## src/hw/rtl/rnpc_pkg.sv

```systemverilog
package rnpc_pkg;

	localparam int unsigned PixW   = 16;
	localparam int unsigned WordW  = 32;
	localparam int unsigned ChanW  = 8;
	localparam int unsigned TWidW  = 4;
	localparam int unsigned PosW   = 5;
	localparam int unsigned FmtW   = 3;
	localparam int unsigned CfgIdxW = 3;
	localparam int unsigned CfgDataW = 5;
	localparam int unsigned ScaledW = 15;

	typedef enum logic [FmtW-1:0] {
		FMT_R5G6B5      = 3'd0,
		FMT_R5G5B5      = 3'd1,
		FMT_R5G6B5_SWAP = 3'd2,
		FMT_R5G5B5_SWAP = 3'd3,
		FMT_B5G6R5      = 3'd4,
		FMT_B5G5R5      = 3'd5,
		FMT_CUSTOM      = 3'd6
	} fmt_t;

	typedef enum logic [CfgIdxW-1:0] {
		REG_SRC_FORMAT  = 3'd0,
		REG_RED_WIDTH   = 3'd1,
		REG_GREEN_WIDTH = 3'd2,
		REG_BLUE_WIDTH  = 3'd3,
		REG_RED_POS     = 3'd4,
		REG_GREEN_POS   = 3'd5,
		REG_BLUE_POS    = 3'd6,
		REG_INVERT      = 3'd7
	} reg_idx_t;

	localparam logic [FmtW-1:0]  RstSrcFormat = 3'd0;
	localparam logic [TWidW-1:0] RstRedWidth  = 4'd5;
	localparam logic [TWidW-1:0] RstGreenWidth = 4'd6;
	localparam logic [TWidW-1:0] RstBlueWidth = 4'd5;
	localparam logic [PosW-1:0]  RstRedPos    = 5'd11;
	localparam logic [PosW-1:0]  RstGreenPos  = 5'd5;
	localparam logic [PosW-1:0]  RstBluePos   = 5'd0;

	// Default 5:6:5 source layout
	localparam logic [TWidW-1:0] SrcW5 = 4'd5;
	localparam logic [TWidW-1:0] SrcW6 = 4'd6;
	localparam logic [PosW-1:0]  SrcSh11 = 5'd11;
	localparam logic [PosW-1:0]  SrcSh10 = 5'd10;
	localparam logic [PosW-1:0]  SrcSh5  = 5'd5;
	localparam logic [PosW-1:0]  SrcSh0  = 5'd0;

	typedef struct packed {
		logic [FmtW-1:0]  src_format;
		logic [TWidW-1:0] red_width;
		logic [TWidW-1:0] green_width;
		logic [TWidW-1:0] blue_width;
		logic [PosW-1:0]  red_pos;
		logic [PosW-1:0]  green_pos;
		logic [PosW-1:0]  blue_pos;
		logic             invert;
	} cfg_t;

	typedef struct packed {
		logic [TWidW-1:0] rb;
		logic [TWidW-1:0] gb;
		logic [TWidW-1:0] bb;
		logic [PosW-1:0]  rs;
		logic [PosW-1:0]  gs;
		logic [PosW-1:0]  bs;
		logic             swap;
	} layout_t;

	typedef struct packed {
		logic s1;
		logic s2;
		logic s3;
		logic s4;
	} pipe_en_t;

	function automatic layout_t decode_layout(cfg_t cfg);
		layout_t l;
		l.rb   = SrcW5;
		l.gb   = SrcW6;
		l.bb   = SrcW5;
		l.rs   = SrcSh11;
		l.gs   = SrcSh5;
		l.bs   = SrcSh0;
		l.swap = 1'b0;
		case (cfg.src_format)
			FMT_R5G6B5: begin
			end
			FMT_R5G5B5: begin
				l.gb = SrcW5;
				l.rs = SrcSh10;
			end
			FMT_R5G6B5_SWAP: begin
				l.swap = 1'b1;
			end
			FMT_R5G5B5_SWAP: begin
				l.gb   = SrcW5;
				l.rs   = SrcSh10;
				l.swap = 1'b1;
			end
			FMT_B5G6R5: begin
				l.rs = SrcSh0;
				l.bs = SrcSh11;
			end
			FMT_B5G5R5: begin
				l.gb = SrcW5;
				l.rs = SrcSh0;
				l.bs = SrcSh10;
			end
			default: begin
				l.rb = cfg.red_width;
				l.gb = cfg.green_width;
				l.bb = cfg.blue_width;
				l.rs = cfg.red_pos;
				l.gs = cfg.green_pos;
				l.bs = cfg.blue_pos;
			end
		endcase
		return l;
	endfunction

endpackage

```

## src/hw/rtl/rnpc_ctrl.sv

```systemverilog
module rnpc_ctrl (
	input  logic               clk,
	input  logic               arst_n,
	input  logic               in_valid,
	output logic               in_ready,
	output logic               out_valid,
	input  logic               out_ready,
	output rnpc_pkg::pipe_en_t en
);

	logic v_s1, v_s2, v_s3, v_s4;

	always_comb begin
		en.s4 = !v_s4 || out_ready;
		en.s3 = !v_s3 || en.s4;
		en.s2 = !v_s2 || en.s3;
		en.s1 = !v_s1 || en.s2;
	end

	always_ff @(posedge clk or negedge arst_n) begin
		if (!arst_n) begin
			v_s1 <= 1'b0;
			v_s2 <= 1'b0;
			v_s3 <= 1'b0;
			v_s4 <= 1'b0;
		end else begin
			if (en.s1) v_s1 <= in_valid;
			if (en.s2) v_s2 <= v_s1;
			if (en.s3) v_s3 <= v_s2;
			if (en.s4) v_s4 <= v_s3;
		end
	end

	assign in_ready  = en.s1;
	assign out_valid = v_s4;

endmodule

```

## src/hw/rtl/rnpc_channel.sv

```systemverilog
module rnpc_channel (
	input  logic                              clk,
	input  rnpc_pkg::pipe_en_t                en,
	input  logic [rnpc_pkg::PixW-1:0]         pix,
	input  logic [rnpc_pkg::TWidW-1:0]        src_width,
	input  logic [rnpc_pkg::PosW-1:0]         src_shift,
	input  logic [rnpc_pkg::TWidW-1:0]        tgt_width,
	input  logic [rnpc_pkg::PosW-1:0]         tgt_pos,
	input  logic                              invert,
	output logic [rnpc_pkg::WordW-1:0]        placed_s3
);

	logic [rnpc_pkg::ChanW-1:0]   x_s1;
	logic [rnpc_pkg::ScaledW-1:0] f_s2;
	logic [rnpc_pkg::PixW-1:0]    pix_sh;
	logic [rnpc_pkg::TWidW-1:0]   w_sat;
	logic [rnpc_pkg::TWidW-1:0]   fill;
	logic [rnpc_pkg::ChanW-1:0]   mask_w;
	logic [rnpc_pkg::ChanW-1:0]   mask_fill;
	logic [rnpc_pkg::ChanW-1:0]   wide;
	logic [rnpc_pkg::ChanW-1:0]   v;
	logic [rnpc_pkg::ScaledW-1:0] scaled;

	// s1: bring the source field down to bit 0
	assign pix_sh = pix >> src_shift;

	always_ff @(posedge clk) begin
		if (en.s1) x_s1 <= pix_sh[rnpc_pkg::ChanW-1:0];
	end

	// s2: widen to 8 bits, invert, cut or extend to target width
	always_comb begin
		w_sat     = (src_width > 4'd8) ? 4'd8 : src_width;
		fill      = 4'd8 - w_sat;
		mask_w    = 8'hff >> fill;
		mask_fill = 8'hff >> w_sat;
		wide      = ((x_s1 & mask_w) << fill) | (x_s1 & mask_fill);
		v         = wide ^ {rnpc_pkg::ChanW{invert}};
		if (tgt_width == 4'd0)
			scaled = '0;
		else if (tgt_width <= 4'd8)
			scaled = {7'b0, v >> (4'd8 - tgt_width)};
		else
			scaled = {7'b0, v} << (tgt_width - 4'd8);
	end

	always_ff @(posedge clk) begin
		if (en.s2) f_s2 <= scaled;
	end

	// s3: move to target position
	always_ff @(posedge clk) begin
		if (en.s3) placed_s3 <= {17'b0, f_s2} << tgt_pos;
	end

endmodule

```

## src/hw/rtl/rnpc_pack.sv

```systemverilog
module rnpc_pack (
	input  logic                       clk,
	input  rnpc_pkg::pipe_en_t         en,
	input  logic [rnpc_pkg::WordW-1:0] r_s3,
	input  logic [rnpc_pkg::WordW-1:0] g_s3,
	input  logic [rnpc_pkg::WordW-1:0] b_s3,
	input  logic                       zero,
	input  logic                       dup,
	output logic [rnpc_pkg::WordW-1:0] word_s4
);

	logic [rnpc_pkg::WordW-1:0] c;
	logic [15:0]                hi;
	logic [rnpc_pkg::WordW-1:0] word;

	always_comb begin
		c  = r_s3 | g_s3 | b_s3;
		hi = c[31:16] + c[15:0];
		if (zero)
			word = '0;
		else if (dup)
			word = {hi, c[15:0]};
		else
			word = c;
	end

	always_ff @(posedge clk) begin
		if (en.s4) word_s4 <= word;
	end

endmodule

```

## src/hw/rtl/rgb16_to_native_pixel_converter.sv

```systemverilog
// Converts one 16-bit source pixel per clock, when not stalled, into a 32-bit
// display word. Four register stages (field extract, widen/invert/scale,
// position shift, pack and duplicate) sustain one item per cycle while out_ready
// does not stall the output. in_ready follows out_ready combinationally through
// the per-stage enables, so a free stage always takes the next item. Write the
// configuration registers only while no item is in flight.
module rgb16_to_native_pixel_converter (
	input  logic                          clk,
	input  logic                          arst_n,
	input  logic                          in_valid,
	output logic                          in_ready,
	input  logic [rnpc_pkg::PixW-1:0]     source_pixel,
	output logic                          out_valid,
	input  logic                          out_ready,
	output logic [rnpc_pkg::WordW-1:0]    target_word,
	input  logic                          cfg_we,
	input  logic [rnpc_pkg::CfgIdxW-1:0]  cfg_index,
	input  logic [rnpc_pkg::CfgDataW-1:0] cfg_data
);

	rnpc_pkg::cfg_t             cfg_q;
	rnpc_pkg::layout_t          lay;
	rnpc_pkg::pipe_en_t         en;
	logic [rnpc_pkg::PixW-1:0]  pix;
	logic [rnpc_pkg::WordW-1:0] r_s3, g_s3, b_s3;
	logic [5:0]                 width_sum;
	logic                       zero;
	logic                       dup;

	always_ff @(posedge clk or negedge arst_n) begin
		if (!arst_n) begin
			cfg_q.src_format  <= rnpc_pkg::RstSrcFormat;
			cfg_q.red_width   <= rnpc_pkg::RstRedWidth;
			cfg_q.green_width <= rnpc_pkg::RstGreenWidth;
			cfg_q.blue_width  <= rnpc_pkg::RstBlueWidth;
			cfg_q.red_pos     <= rnpc_pkg::RstRedPos;
			cfg_q.green_pos   <= rnpc_pkg::RstGreenPos;
			cfg_q.blue_pos    <= rnpc_pkg::RstBluePos;
			cfg_q.invert      <= 1'b0;
		end else if (cfg_we) begin
			case (cfg_index)
				rnpc_pkg::REG_SRC_FORMAT:  cfg_q.src_format  <= cfg_data[2:0];
				rnpc_pkg::REG_RED_WIDTH:   cfg_q.red_width   <= cfg_data[3:0];
				rnpc_pkg::REG_GREEN_WIDTH: cfg_q.green_width <= cfg_data[3:0];
				rnpc_pkg::REG_BLUE_WIDTH:  cfg_q.blue_width  <= cfg_data[3:0];
				rnpc_pkg::REG_RED_POS:     cfg_q.red_pos     <= cfg_data;
				rnpc_pkg::REG_GREEN_POS:   cfg_q.green_pos   <= cfg_data;
				rnpc_pkg::REG_BLUE_POS:    cfg_q.blue_pos    <= cfg_data;
				rnpc_pkg::REG_INVERT:      cfg_q.invert      <= cfg_data[0];
				default: begin
				end
			endcase
		end
	end

	always_comb begin
		lay       = rnpc_pkg::decode_layout(cfg_q);
		pix       = lay.swap ? {source_pixel[7:0], source_pixel[15:8]} : source_pixel;
		width_sum = {2'b0, cfg_q.red_width} + {2'b0, cfg_q.green_width}
		          + {2'b0, cfg_q.blue_width};
		dup       = width_sum <= 6'd16;
		zero      = lay.rb == 4'd0;
	end

	rnpc_ctrl u_ctrl (
		.clk       (clk),
		.arst_n    (arst_n),
		.in_valid  (in_valid),
		.in_ready  (in_ready),
		.out_valid (out_valid),
		.out_ready (out_ready),
		.en        (en)
	);

	rnpc_channel u_red (
		.clk       (clk),
		.en        (en),
		.pix       (pix),
		.src_width (lay.rb),
		.src_shift (lay.rs),
		.tgt_width (cfg_q.red_width),
		.tgt_pos   (cfg_q.red_pos),
		.invert    (cfg_q.invert),
		.placed_s3 (r_s3)
	);

	rnpc_channel u_green (
		.clk       (clk),
		.en        (en),
		.pix       (pix),
		.src_width (lay.gb),
		.src_shift (lay.gs),
		.tgt_width (cfg_q.green_width),
		.tgt_pos   (cfg_q.green_pos),
		.invert    (cfg_q.invert),
		.placed_s3 (g_s3)
	);

	rnpc_channel u_blue (
		.clk       (clk),
		.en        (en),
		.pix       (pix),
		.src_width (lay.bb),
		.src_shift (lay.bs),
		.tgt_width (cfg_q.blue_width),
		.tgt_pos   (cfg_q.blue_pos),
		.invert    (cfg_q.invert),
		.placed_s3 (b_s3)
	);

	rnpc_pack u_pack (
		.clk     (clk),
		.en      (en),
		.r_s3    (r_s3),
		.g_s3    (g_s3),
		.b_s3    (b_s3),
		.zero    (zero),
		.dup     (dup),
		.word_s4 (target_word)
	);

endmodule

```

## config.mk

```make
export PLATFORM = sky130hd
export DESIGN_NAME = rgb16_to_native_pixel_converter
export DESIGN_NICKNAME = d
export VERILOG_FILES = /design/src/hw/rtl/rnpc_pkg.sv /design/src/hw/rtl/rnpc_ctrl.sv /design/src/hw/rtl/rnpc_channel.sv /design/src/hw/rtl/rnpc_pack.sv /design/src/hw/rtl/rgb16_to_native_pixel_converter.sv
export SDC_FILE = /design/constraint.sdc
export NUM_CORES = 1
export LEC_CHECK = 0
export BUFFER_PORTS_ARGS = -buffer_cell sky130_fd_sc_hd__buf_2
export CORE_AREA = 4 4 209 211
export DETAILED_ROUTE_END_ITERATION = 12
export DIE_AREA = 0 0 213 215
export GPL_TIMING_DRIVEN = 0
export PLACE_DENSITY = 0.68
export SYNTH_ARGS = -nofsm -noshare
export SYNTH_HDL_FRONTEND = slang
export SYNTH_HIERARCHICAL = 1
export SYNTH_SLANG_ARGS = --single-unit
export TNS_END_PERCENT = 50
```

## constraint.sdc

```tcl
create_clock -name clk -period 6.44 [get_ports clk]
set_input_delay 0.322 -clock clk [delete_from_list [all_inputs] [get_ports clk]]
set_output_delay 0.322 -clock clk [all_outputs]
set_load 0.02 [all_outputs]
```

## Word-level counts from Yosys, hierarchy flattened

Cells that the tools add are included.
W data, S select, Z words.

- Logic and storage cells: 139
- Register bits after elaboration: 232
- Input port bits: 29
- Output and inout bits: 34

- Mux-type cells: 15
- Bitwise logic cells: 14
- Order comparisons: 7
- Add/sub/neg operators: 12
- Reduce and logical (&&, ||, !) cells: 33
- Eq/ne operators: 12
- Shift-type cells: 21

Operators with widths:

| cell | number |
|---|---|
| $shl A15 B5 Y32 | 3 |
| $or A32 B32 Y32 | 2 |
| $and A8 B8 Y8 | 6 |
| $shr A16 B5 Y8 | 3 |
| $shr A8 B4 Y8 const A | 6 |
| $shl A8 B4 Y15 | 3 |
| $mux W32 | 1 |
| $pmux W5 S3 | 2 |
| $mux W8 | 3 |
| $or A8 B8 Y8 | 3 |
| $shl A8 B4 Y8 | 3 |
| $shr A8 B4 Y8 | 3 |
| $sub A4 B4 Y4 const A | 6 |
| $xor A8 B8 Y8 | 3 |
| $mux W4 | 5 |
| $eq A3 B3 Y1 const B | 6 |
| $add A16 B16 Y16 | 1 |
| $logic_not A4 Y1 | 4 |
| $mux W16 | 1 |
| $reduce_and A2 Y1 | 8 |
| $reduce_or A2 Y1 | 7 |
| $eq A3 B2 Y1 const B | 4 |
| $gt A4 B4 Y1 const B | 3 |
| $le A4 B4 Y1 const B | 3 |
| 14 further kinds | 25 |

## Logic depth before layout (Yosys ltp)

- Word-level depth: 13
- Mapped depth: 17
- Mapped depth without buffers: 15

## Modules after synthesis

Netlist, hierarchy kept.

By module, submodules not included:

| module | cells an instance | area each (um2) | sequential area each (um2) | times used |
|---|---|---|---|---|
| rnpc_channel at u_green | 518 | 4,859.7 | 1,651.6 | 1 |
| rnpc_channel at u_red | 523 | 4,763.3 | 1,651.6 | 1 |
| rnpc_channel at u_blue | 507 | 4,760.8 | 1,651.6 | 1 |
| rnpc_pack | 223 | 2,228.4 | 960.9 | 1 |
| rgb16_to_native_pixel_converter | 187 | 1,898.1 | 789.5 | 1 |
| rnpc_ctrl | 14 | 176.4 | 100.1 | 1 |

## Worst setup path before layout

Ideal clock, no wire load.

- Kind: register to register
- Start point: register cfg_q[29] (netlist bit)
- End point: register u_green/f_s2[6] (netlist bit) (data pin)
- Cell stages (with the launch flop): 16
- Slack: 2.627 ns
- Arrival: 3.541 ns
- Setup time: 0.272 ns
- Data required time: 6.168 ns
- Path through: dfrtp_1 nand2_1 mux2_2 nor2b_2 buf_6 inv_6 buf_8 ha_1 ha_1 a21boi_1 mux2i_1 a221oi_2 nor2_1 mux4_2 xnor2_2 o221ai_1

RTL lines:

| item | line | text |
|---|---|---|
| start, declared | rgb16_to_native_pixel_converter.sv:21 | `rnpc_pkg::cfg_t cfg_q;` |
| end signal, assigned | rnpc_channel.sv:48 | `if (en.s2) f_s2 <= scaled;` |
| end, declared | rnpc_channel.sv:14 | `logic [rnpc_pkg::ScaledW-1:0] f_s2;` |

==> results_dict.tcl <==
set metrics [dict create \
    ys_types 127 \
    die_x_um 213 \
    first_global_vias 15200 \
    htreeDepth 1 \
    skew_ns 0.0159 \
    grt_pass1_wl_mm 81.8 \
    holdCritPathClass "in2reg" \
    dieHeight_um 215 \
    ant_nets 0 \
    end_kind "register" \
    synth-edff-count 197 \
    port_buffers 62 \
    grt_max_degree 36 \
    tns_ns 0 \
    clockBufferDepth 3 \
    syn_nets 2044 \
    vias 15900 \
    antenna_found_initial 5 \
    post_drt_wl_per_cell_um 19.7 \
    core_area_um2 41800 \
    std_cell_rows 75 \
    num_io_pins 63 \
    critPathArrivalTime_ns 4.95 \
    max_freq_ghz 0.214 \
    cts_inserted_buffers 27 \
    worst_pin_slew_ns 1.22 \
    cts.sinks 232 \
    maxUsedRoutingLayer "met5" \
    synth_top_flop_cell "edfxtp_1" \
    worstSetupPathType "reg2reg" \
    fin_util_pct 49.8 \
    drt-pass1-iter-count 6 \
    final-hold-violation-count 0 \
    wl_met2_mm 25.0 \
    post_cts_resized 0 \
    period_share_pct 72.5 \
    mostFrequentLayoutCells "nand2_1, edfxtp_1, nor2_1, mux2i_1, a21oi_1" \
    rsz0062_at_grt "no" \
    avgViaCountPerCell 6.03 \
    power.density_nw_per_um2 505 \
    seq_area_frac_synth_pct 36.4 \
    p_leak_nw 7.96 \
    synth_seq_cells 232 \
    worst-path-max-fanout 10 \
    grt_overflow 0 \
    setup_violations 0 \
    gp_congestion 0.920 \
    cts-root-buf "clkbuf_16" \
    synth-async-reset-ratio_pct 15.1 \
    post-route-drc-count 0 \
    met1_length_mm 22.2 \
    dieArea_um2 45800 \
    finalMaxSlewViolations 0 \
    synth_warnings 6 \
    hpwl_mm 40.5 \
    startpoint_type "register" \
    drtIter0Drc 1532 \
    tritoncts "yes" \
    status "finished, final reports clean" \
    cap_viol_max_count 0 \
    wl_mm 51.8 \
    nets 2145 \
    hold_slack_ns 0.107 \
    track_usage_pct 21.8 \
    wl_met3_mm 2.50 \
    syn2layout_area_growth_pct 11.3 \
    syn_inst 1972 \
    clock_latency_ns 0.56 \
    synth_area_per_cell_um2 9.48 \
    ir_drop_mv 0.177 \
    layout-drive-gt1-share_pct 14.6 \
    start_util_pct 44.7 \
    fin_crit_ns 4.67 \
    relSlewSlack_pct 17.9 \
    cp.required_ns 6.72 \
    syn_area_um2 18700 \
    clk_pin_slew_ns 0.06 \
]
-- sequential cells by signal (all words and copies together) (netlist names), 8 cells and up --
name,flops
cfg_q,31
u_blue/f_s2,15
u_blue/placed_s3,32
u_blue/x_s1,8
u_green/f_s2,15
u_green/placed_s3,32
u_green/x_s1,8
u_pack/word_s4,32
u_red/f_s2,15
u_red/placed_s3,32
u_red/x_s1,8
-- where the power goes --
group	leakage [nW]	total (mW)	switching, mW	internal [mW]
Clock	0.435	1.59	0.620	0.968
Sequential	2.49	2.78	0.399	2.38
Combinational	5.03	6.14	3.65	2.49
-- cell usage after synthesis, types with 8 or more instances --
library cell / number / area [um2]
a211oi_1: 68 / 510
nand3b_1: 11 / 82.6
mux2_2: 58 / 653
nand3_1: 34 / 170
buf_2: 12 / 60.1
o22a_1: 8 / 70.1
dfrtp_1: 24 / 601
buf_1: 14 / 52.6
and2_1: 20 / 125
or3_1: 50 / 313
nand2b_1: 35 / 219
edfxtp_1: 197 / 5920
xnor2_1: 47 / 412
or2_2: 17 / 106
clkbuf_1: 85 / 319
mux2i_1: 132 / 1320
and3_1: 22 / 138
a31oi_1: 14 / 87.6
nand2_1: 197 / 739
nor2b_1: 39 / 244
nor2_1: 172 / 646
o2bb2ai_1: 11 / 96.3
nor3_1: 38 / 190
xor2_1: 13 / 114
ha_1: 37 / 463
o21a_1: 14 / 105
nor3b_1: 9 / 67.6
o22ai_1: 40 / 250
a21o_1: 11 / 82.6
o211ai_1: 15 / 113
dfstp_2: 11 / 289
a211o_1: 8 / 70.1
nor4_1: 11 / 68.8
o21ai_0: 78 / 390
inv_1: 62 / 233
a21oi_1: 94 / 470
o31ai_1: 15 / 113
mux4_2: 25 / 563
-- critical path, cell delays in order, from the launching register on --
cell and delay [ns]:
dfrtp_1 0.40, buf_1 0.36, and3_1 0.42, clkbuf_1 0.35
nand2b_1 0.24, ha_1 0.19, ha_1 0.32, a21boi_1 0.31
mux2i_1 0.22, a221oi_2 0.56, nor2_1 0.16, mux4_2 0.51
mux2i_1 0.20, o311ai_1 0.15
-- cells by family (layout without fill, tap and decap cells) --
family | count (synthesis) | in the layout | synth area share (%)
and+or+nand+nor | 712 | 712 | 19.5
AOI/OAI and AO/OA | 501 | 501 | 19.0
DFF | 232 | 232 | 36.4
muxes | 222 | 222 | 14.1
buffers and inverters | 199 | 320 | 4.82
xor gates and xnor gates | 61 | 61 | 2.90
adders and majority gates | 45 | 45 | 3.23
other | 0 | 2 | 0
-- what timing repair did --
item / in CTS / in global routing
setup endpoints to repair: 0 / 0
hold buffers: 2 / 0
endpoints found under the hold margin: 25 / 0
buffers inserted: 0 / 0
-- routing by layer --
metal  up-vias  track usage [%]
met4         8             8.12
met5         -                0
met1      7634             28.7
met3       118             2.58
met2       499             36.8
li1       7635                -
-- final cells by class --
cell class	instances	area, um2
Fill cell	3818	21000
Multi-Input combinational cell	1541	11000
Sequential cell	232	6810
Clock buffer	31	691
Tap cell	539	674
Buffer	125	611
Timing Repair Buffer	72	513
Inverter	74	290
Clock inverter	18	228
Antenna cell	2	5.00
-- per-stage QoR --
step / cells / total power, mW / worst slack (ns) / instance area (um2)
2_1_floorplan: 1972 / 7.29 / 2.63 / 18700
3_3_place_gp: 2573 / 8.72 / 1.53 / 19700
3_5_place_dp: 2580 / 8.83 / 1.80 / 19800
4_1_cts: 2631 / 10.5 / 1.80 / 20800
5_1_grt: 2633 / 11.2 / 1.47 / 20800
6_report: 2634 / 10.5 / 1.77 / 20800
-- path summary, 6_finish.rpt --
kind | from | end | slack, ns | cells after the start
setup / recovery | cfg_q[30]$_DFFE_PN0P_ | u_green/f_s2[2]$_SDFFCE_PN0P_ | 1.77 | 13
hold / removal | cfg_data[4] | cfg_q[15]$_DFFE_PN0P_ | 0.11 | 2
setup reg to reg | cfg_q[30]$_DFFE_PN0P_ | u_green/f_s2[2]$_SDFFCE_PN0P_ | 1.77 | 13
hold reg to reg | u_ctrl/v_s1$_DFFE_PN0P_ | u_ctrl/v_s2$_DFFE_PN0P_ | 0.51 | 1
max in group asynchronous | arst_n | u_ctrl/out_valid$_DFFE_PN0P_ | 5.49 | 2
min in group asynchronous | arst_n | cfg_q[13]$_DFFE_PN0P_ | 0.43 | 2
Note: power is estimated with default switching activity, not from simulation.
